<file path="src/rtl/sfc_pkg.sv">
// Shared constants, types and state codes for the stereo FIR convolver.
package sfc_pkg;

   // Field widths fixed by the request and result formats
   localparam int unsigned SAMPLE_BITS    = 16;
   localparam int unsigned GAIN_BITS      = 16;
   localparam int unsigned GAIN_FRAC      = 12;
   localparam int unsigned COUNT_BITS     = 13;
   localparam int unsigned INDEX_BITS     = 12;
   localparam int unsigned ROUND_SHIFT    = SAMPLE_BITS - 1 + GAIN_FRAC;

   // Channels, one cell each
   localparam int unsigned CHANNELS = 2;
   localparam int unsigned CH_LEFT  = 0;
   localparam int unsigned CH_RIGHT = 1;

   // Register file
   localparam int unsigned CSR_INDEX_BITS = 1;
   localparam int unsigned CSR_DATA_BITS  = 16;
   localparam logic [CSR_INDEX_BITS-1:0] CSR_TAP_COUNT = 1'b0;
   localparam logic [CSR_INDEX_BITS-1:0] CSR_GAIN      = 1'b1;
   localparam logic [COUNT_BITS-1:0]     TAP_COUNT_RESET = 13'd1;
   localparam logic [GAIN_BITS-1:0]      GAIN_RESET      = 16'd4096;

   // Request modes
   localparam logic MODE_TAP    = 1'b0;
   localparam logic MODE_SAMPLE = 1'b1;

   typedef logic signed [SAMPLE_BITS-1:0] sample_type;

   // Command token passed along the row of cells
   typedef struct packed {
      logic clr;      // zero one entry of every store
      logic wr_tap;   // write tap store
      logic wr_hist;  // write history store
      logic rd;       // read one history/tap pair
      logic first;    // first pair of a sum
      logic last;     // last pair of a sum
   } ctl_type;

   typedef enum logic [2:0] {
      ST_CLEAR,
      ST_IDLE,
      ST_TAP,
      ST_HIST,
      ST_RUN,
      ST_WAIT,
      ST_HOLD
   } seq_state_type;

endpackage

</file>
<file path="src/rtl/sfc_seq.sv">
// Sequencer: clear sweep after reset, tap and history writes, tap walk and result hand-off.
module sfc_seq import sfc_pkg::*; #(
   parameter  int unsigned MAX_TAPS  = 4096,
   localparam int unsigned ADDR_BITS = $clog2(MAX_TAPS)
) (
   input  logic                  clock,
   input  logic                  reset,
   input  logic                  req_valid,
   input  logic                  req_mode,
   input  logic [INDEX_BITS-1:0] req_tap_index,
   output logic                  req_ready,
   input  logic [COUNT_BITS-1:0] tap_count,
   input  logic                  out_free,
   input  logic                  row_done,
   output logic                  rsp_load,
   output ctl_type               ctl,
   output logic [ADDR_BITS-1:0]  wr_addr,
   output logic [ADDR_BITS-1:0]  rd_hist_addr,
   output logic [ADDR_BITS-1:0]  rd_tap_addr
);

   localparam int unsigned LEN_BITS = $clog2(MAX_TAPS + 1);
   localparam int unsigned CMP_BITS = (LEN_BITS > COUNT_BITS) ? LEN_BITS : COUNT_BITS;
   localparam int unsigned IDX_BITS = (LEN_BITS > INDEX_BITS) ? LEN_BITS : INDEX_BITS;
   localparam logic [ADDR_BITS-1:0] LAST_ADDR = ADDR_BITS'(MAX_TAPS - 1);

   seq_state_type         state_ff;
   seq_state_type         state_in;
   logic [ADDR_BITS-1:0]  i_ff;
   logic [ADDR_BITS-1:0]  i_in;
   logic [ADDR_BITS-1:0]  pos_ff;
   logic [ADDR_BITS-1:0]  pos_in;
   logic [ADDR_BITS-1:0]  wp_ff;
   logic [ADDR_BITS-1:0]  wp_in;
   logic [ADDR_BITS-1:0]  tap_addr_ff;
   logic [ADDR_BITS-1:0]  tap_addr_in;
   logic                  tap_ok_ff;
   logic                  tap_ok_in;
   logic [CMP_BITS-1:0]   tc_wide;
   logic [LEN_BITS-1:0]   eff_len;
   logic [LEN_BITS-1:0]   len_m1;
   logic [IDX_BITS-1:0]   idx_wide;
   logic                  accept;
   logic                  run_last;

   // Effective ring length: zero counts as one, capped at the store depth
   assign tc_wide = CMP_BITS'(tap_count);

   always_comb begin
      if (tc_wide == '0) begin
         eff_len = LEN_BITS'(1);
      end else if (tc_wide > CMP_BITS'(MAX_TAPS)) begin
         eff_len = LEN_BITS'(MAX_TAPS);
      end else begin
         eff_len = tc_wide[LEN_BITS-1:0];
      end
   end

   assign len_m1   = eff_len - LEN_BITS'(1);
   assign idx_wide = IDX_BITS'(req_tap_index);
   assign accept   = req_valid && (state_ff == ST_IDLE);
   assign run_last = (LEN_BITS'(i_ff) == len_m1);

   // Next state
   always_comb begin
      state_in = state_ff;
      unique case (state_ff)
         ST_CLEAR: begin
            if (i_ff == LAST_ADDR) begin
               state_in = ST_IDLE;
            end
         end
         ST_IDLE: begin
            if (accept) begin
               state_in = (req_mode == MODE_TAP) ? ST_TAP : ST_HIST;
            end
         end
         ST_TAP:  state_in = ST_IDLE;
         ST_HIST: state_in = ST_RUN;
         ST_RUN: begin
            if (run_last) begin
               state_in = ST_WAIT;
            end
         end
         ST_WAIT: begin
            if (row_done) begin
               state_in = ST_HOLD;
            end
         end
         ST_HOLD: begin
            if (out_free) begin
               state_in = ST_IDLE;
            end
         end
         default: state_in = ST_IDLE;
      endcase
   end

   // Counters and pointers
   always_comb begin
      i_in        = i_ff;
      pos_in      = pos_ff;
      wp_in       = wp_ff;
      tap_addr_in = tap_addr_ff;
      tap_ok_in   = tap_ok_ff;
      unique case (state_ff)
         ST_CLEAR: i_in = i_ff + ADDR_BITS'(1);
         ST_IDLE: begin
            if (accept) begin
               if (req_mode == MODE_TAP) begin
                  tap_addr_in = idx_wide[ADDR_BITS-1:0];
                  tap_ok_in   = (idx_wide < IDX_BITS'(MAX_TAPS));
               end else if (LEN_BITS'(wp_ff) >= eff_len) begin
                  // ring was shortened under the pointer
                  wp_in = '0;
               end
            end
         end
         ST_HIST: begin
            pos_in = wp_ff;
            i_in   = '0;
            if (LEN_BITS'(wp_ff) + LEN_BITS'(1) >= eff_len) begin
               wp_in = '0;
            end else begin
               wp_in = wp_ff + ADDR_BITS'(1);
            end
         end
         ST_RUN: begin
            i_in = i_ff + ADDR_BITS'(1);
            if (pos_ff == '0) begin
               pos_in = len_m1[ADDR_BITS-1:0];
            end else begin
               pos_in = pos_ff - ADDR_BITS'(1);
            end
         end
         default: ;
      endcase
   end

   // Outputs
   always_comb begin
      ctl          = '0;
      wr_addr      = i_ff;
      rd_hist_addr = pos_ff;
      rd_tap_addr  = i_ff;
      req_ready    = 1'b0;
      rsp_load     = 1'b0;
      unique case (state_ff)
         ST_CLEAR: ctl.clr = 1'b1;
         ST_IDLE:  req_ready = 1'b1;
         ST_TAP: begin
            ctl.wr_tap = tap_ok_ff;
            wr_addr    = tap_addr_ff;
         end
         ST_HIST: begin
            ctl.wr_hist = 1'b1;
            wr_addr     = wp_ff;
         end
         ST_RUN: begin
            ctl.rd    = 1'b1;
            ctl.first = (i_ff == '0);
            ctl.last  = run_last;
         end
         ST_HOLD:  rsp_load = out_free;
         default: ;
      endcase
   end

   always_ff @(posedge clock) begin
      if (reset) begin
         state_ff <= ST_CLEAR;
         i_ff     <= '0;
         wp_ff    <= '0;
      end else begin
         state_ff <= state_in;
         i_ff     <= i_in;
         wp_ff    <= wp_in;
      end
   end

   always_ff @(posedge clock) begin
      pos_ff      <= pos_in;
      tap_addr_ff <= tap_addr_in;
      tap_ok_ff   <= tap_ok_in;
   end

endmodule

</file>
<file path="config.mk">
export PLATFORM = sky130hd
export DESIGN_NAME = sfc_seq
export DESIGN_NICKNAME = d
export VERILOG_FILES = /design/src/rtl/sfc_pkg.sv /design/src/rtl/sfc_seq.sv
export SDC_FILE = /design/constraint.sdc
export NUM_CORES = 1
export LEC_CHECK = 0
export BUFFER_PORTS_ARGS = -buffer_cell sky130_fd_sc_hd__buf_2
export CORE_MARGIN = 2
export CORE_UTILIZATION = 29
export CTS_BUF_LIST = sky130_fd_sc_hd__clkbuf_4
export CTS_CLUSTER_SIZE = 14
export DETAILED_ROUTE_END_ITERATION = 10
export HOLD_SLACK_MARGIN = 0.02
export SYNTH_ARGS = -nofsm -noshare
export SYNTH_HDL_FRONTEND = slang
export SYNTH_SLANG_ARGS = --single-unit
export TNS_END_PERCENT = 10
</file>
<file path="constraint.sdc">
create_clock -name clock -period 3.3 [get_ports clock]
set_input_delay 0.495 -clock clock [delete_from_list [all_inputs] [get_ports clock]]
set_output_delay 0.495 -clock clock [all_outputs]
set_load 0.005 [all_outputs]
</file>
# --- Word-level counts from Yosys, hierarchy flattened ---
# Index checks and enable logic that the tools add are counted.
word_totals:
  word_cells: 67
  register_bits: 52
  in_bits: 31
classes:
  eq_ne: 15
  n_reduce_logical: 12
  add_sub_neg: 5
  mux: 24
  magnitude_cmp: 4
  bitwise_logic: 1
op_table:
  columns: ["cell", "n"]
  rows:
  - ["case mux 12 bit (2 select lines)", 4]
  - ["2-to-1 mux 12 bit", 5]
  - ["2-to-1 mux 13 bit", 2]
  - ["adder 12 x 1 -> 12 bit, second input constant", 2]
  - ["logical NOT 12 bit", 2]
  - ["2-to-1 mux 3 bit", 6]
  - ["case mux 3 bit (6 select lines)", 1]
  - ["adder 12 x 1 -> 13 bit, second input constant", 1]
  - ["equality test 12 x 13 -> 1 bit", 1]
  - [">= comparator 12 x 13 -> 1 bit", 1]
  - [">= comparator 13 bit", 1]
  - ["> comparator 13 bit, second input constant", 1]
  - ["logical NOT 13 bit", 1]
  - ["< comparator 12 x 13 -> 1 bit, second input constant", 1]
  - ["subtractor 13 x 1 -> 13 bit, second input constant", 1]
  - ["equality test 12 bit, second input constant", 1]
  - ["!= test 2 bit, second input constant", 6]
  - ["subtractor 12 x 1 -> 12 bit, second input constant", 1]
  - ["equality test 3 bit, second input constant", 3]
  - ["equality test 3 x 2 -> 1 bit, second input constant", 2]
  - ["2-to-1 mux 1 bit", 6]
  - ["nonzero test 2 bit", 3]
  - ["AND reduction 5 bit", 1]
  - ["AND reduction 4 bit", 1]
  - ["other kinds (7)", 7]

# --- Depth between registers and ports, before layout ---
logic_depth:
  word_depth: 8
  ltp_mapped: 16
  ltp_nobuf: 15

# --- Least setup slack after synthesis ---
# No wires, ideal clock.
synth_timing:
  path_kind: "input -> output"
  startpoint: "input tap_count[9]"
  endpoint: "output ctl[0] (netlist name)"
  stages: 13
  t_arrival_ns: 3.124
  path_slack_ns: -0.319
  cell_sequence: "clkbuf_1 > nor4_4 > nand3_1 > a21oi_1 > inv_1 > ha_1 > nor3b_1 > o21ai_0 > nor2_1 > xnor2_1 > a2111oi_4 > nand3_1 > nor3_1"
synth_rtl:
  columns: ["item", "line_no", "source"]
  rows:
  - ["start, declared", "sfc_seq.sv:12", "input logic [COUNT_BITS-1:0] tap_count,"]
  - ["end, declared", "sfc_seq.sv:16", "output ctl_type ctl,"]

==> impl_metrics.ini <==
[floorplan]
total_core_area_um2 = 14500
dieWidth_um = 126
std_cell_rows = 44
die_height_um = 126
floorplan.initialDensity_pct = 29.6
floorplan.die_area_um2 = 15800
ios = 75

[power]
p_int_mw = 0.874
power_frac_clock_pct = 26.4
switching_share_pct = 30.8
power.sequential.fraction_pct = 53.0
combinationalPowerShare_pct = 20.5
p_switching_mw = 0.390
leakage_nw = 2.31
power_density_nw_per_um2 = 231
ir_drop_uv = 179

[sta]
setup_viol = 1
timing.final.ws_setup_ps = -82.5
achievable-frequency_ghz = 0.296
rsz0062_at_grt = true
clock-skew-final_ps = 34.0
finalMaxSlewViolations = 0
layout_min_cycle_time_ps = 3380
hold_violations = 0
timing.slew.headroom_pct = 49.8
max_slew.worst_pin.slew_ps = 746
period_share_pct = 103

[clock_tree]
holdBufCountCts = 0
cts_inserted_buffers = 5
tritoncts_clock_tree = done
clk_transition_reported_paths_ps = 180
ctsHtreeMaxLevel = 2
ctsRootBufferMaster = clkbuf_4
number_of_clock_sinks_seen_by_cts = 51
max-clock-path-buffers = 2
clock_insertion_delay_worst_skew_ps = 430

[synth]
cell_taking_the_most_area_after_synthesis = edfxtp_1
synthesis.yosys.warnings = 0
synth-seq-area-share_pct = 29.4
ys_seq_elements = 51
synth_commonest_cells = nand2_1, o21ai_0, a21oi_1
post_synth_num_cell_types = 63
syn_nets = 598
mappedNetlistArea_um2 = 4290
post_synth_main_area_contributors = edfxtp_1, dfxtp_1, ha_1
syn-mean-instance-area_um2 = 8.01
postSynthCellCount = 535
synthMostInstantiatedCell = nand2_1
dominantRegCellSynth = dfxtp_1
ys_async_sr_fraction_pct = 0
synth_enable_flop_cells = 24
yosysTopAreaCellShare_pct = 16.8

[critical_path]
critPathMaxStageDelay_ps = 360
critPathKind = in2out
worstPathMaxFanout = 6
worst-endpoint-required_ps = 2800
cp-end-kind = output pin
start_kind = input port
crit_path_start = tap_count[7]
critPathSlowestCell = a2111oi_4
critPathArrivalTime_ps = 2890
worst_r2r_startpoint = wp_ff[0]$_SDFFE_PP0P_
critical_path_cell_sequence = buf_6 > nor4_2 > buf_4 > nand3_4 > a21oi_4 > inv_2 > ha_4 > nor4b_4 > a211oi_2 > xnor2_1 > a2111oi_4 > nand3_1 > nor3_2 > buf_2

[outcome]
status = finished with violations
failing_checks = negative setup slack

[global_route]
grt_start_max_net_pins = 26
grt_usage_pct = 18.4
wire_length_of_the_first_global_routing_pass_um = 23500
grt_pass1_vias = 4482
globalRoute.totalOverflow = 0
antenna_found_initial = 1

[placement]
hpwlAfterDp_um = 11200
port_buffers = 74
placedCellCount = 815
gp_congestion = 0.927

[drt]
route.detailed.drc = 0
postRouteWirelength_um = 14700
drt.antenna.violating_nets = 0
detail_routed_via_count_per_cell = 5.49
dr_vias = 4570
route.detailed.wl_per_inst_um = 17.7
drt-pass1-iter-count = 5
drt_first_iter_violations = 474

[hold_path]
worst_hold_class = in2reg
hold_path_startpoint = req_tap_index[4]

[layout]
syn_to_final_growth_pct = 27.4
layoutNonFillerInstCount = 833
fillers = 1460
nNetsFinal = 710
proportion_of_layout_cells_with_a_drive_suffix_above_1_pct = 26.7
final_core_utilization_pct = 37.7

[run]
max-cap-violations = 0
-- cell type report --
class                   instances  area, µm²  area share, %
repair buffers                137        881           16.1
flip-flops and latches         51       1260           23.1
well taps                     184        230           4.22
inverters                      19       71.3           1.31
clock inverters                 3       28.8          0.527
multi-input cells             433       2950           54.0
clock buffers                   5       37.5          0.687
diodes                          1       2.50         0.0458
-- final timing paths --
path,to,slack (ps),cells after the start
max,ctl[0],-80,14
min,tap_addr_ff[4]$_DFFE_PP_,230,1
max reg2reg,wp_ff[4]$_SDFFE_PP0P_,310,14
min reg2reg,wp_ff[6]$_SDFFE_PP0P_,580,1
-- sequential cells by signal (all words and copies together), names as in the netlist --
| register | flops |
|---|---|
| tap_addr_ff | 12 |
| state_ff | 3 |
| rd_hist_addr | 12 |
| wp_ff | 12 |
| rd_tap_addr | 12 |
-- power by group through the flow --
stage	Clock (mW)	Combinational (mW)	Sequential (mW)
floorplan	0	0.121	0.683
finish	0.334	0.259	0.670
CTS	0.346	0.251	0.670
global placement	0	0.227	0.684
global route	0.368	0.282	0.671
detailed placement	0	0.230	0.684
-- critical path: cells and delay by family --
| kind | cells | cell delay [ps] |
|---|---|---|
| AO/OA/AOI/OAI | 3 | 780 |
| adder cells (fa/ha/maj) | 1 | 180 |
| buffers and inverters | 4 | 490 |
| XOR/XNOR | 1 | 150 |
| AND/OR/NAND/NOR | 5 | 790 |
-- cell families after synthesis --
| group | Yosys count | synth area share, % |
|---|---|---|
| compound gates | 152 | 22.8 |
| xor+xnor | 26 | 5.63 |
| fa+ha+maj | 32 | 9.34 |
| buf+inv | 51 | 4.61 |
| flops | 51 | 29.4 |
| mux | 15 | 3.56 |
| simple gates | 208 | 24.6 |
-- cell usage in the layout, fill, tap and decap left out, drive strengths merged, types with 3 or more instances in the layout --
cell,Yosys,layout
a2111oi,3,3
a211oi,6,6
a21boi,3,3
a21o,7,7
a21oi,40,40
a22o,4,4
a311oi,3,3
a31oi,5,5
and3,9,9
buf,8,137
clkbuf,24,5
dfxtp,27,27
edfxtp,24,24
ha,32,32
inv,19,20
mux2i,13,13
nand2,71,71
nand2b,19,19
nand3,14,14
nand4,5,5
nor2,37,37
nor2b,3,3
nor3,11,11
nor3b,3,3
nor4,15,15
o2111ai,3,3
o211ai,6,6
o21a,3,3
o21ai,47,47
o22ai,3,3
o31a,3,3
o31ai,6,6
or3,6,6
xnor2,14,14
xor2,11,11
-- per-layer routing --
layer / GRT usage [%] / vias to the layer above / wire length, µm
met4: 7.06 / 0 / 414
met2: 29.4 / 193 / 6620
met1: 24.5 / 2145 / 6600
met3: 3.77 / 30 / 1070
met5: 0 / - / 0
li1: - / 2202 / -
-- stage by stage --
step                setup slack [ps]  total power [mW]  hold WS (ps)  setup TNS (ps)  cell area, µm²
finish                         -82.5              1.26           231           -82.5            5460
detailed placement              -251             0.914           524            -251            5200
global route                    -200              1.32           194            -200            5460
CTS                            -52.3              1.27           196           -52.3            5430
floorplan                       1.45             0.804           513               0            4310
global placement                -179             0.911           504            -179            5200
-- timing repair --
action	CTS	global route
gates resized for setup	21	4
pin swaps	13	5
buffers inserted	7	2
gates cloned	0	0
endpoints found under the setup margin	1	5
endpoints found under the hold margin	0	0
No activity file was read; power rests on OpenSTA's default activity.
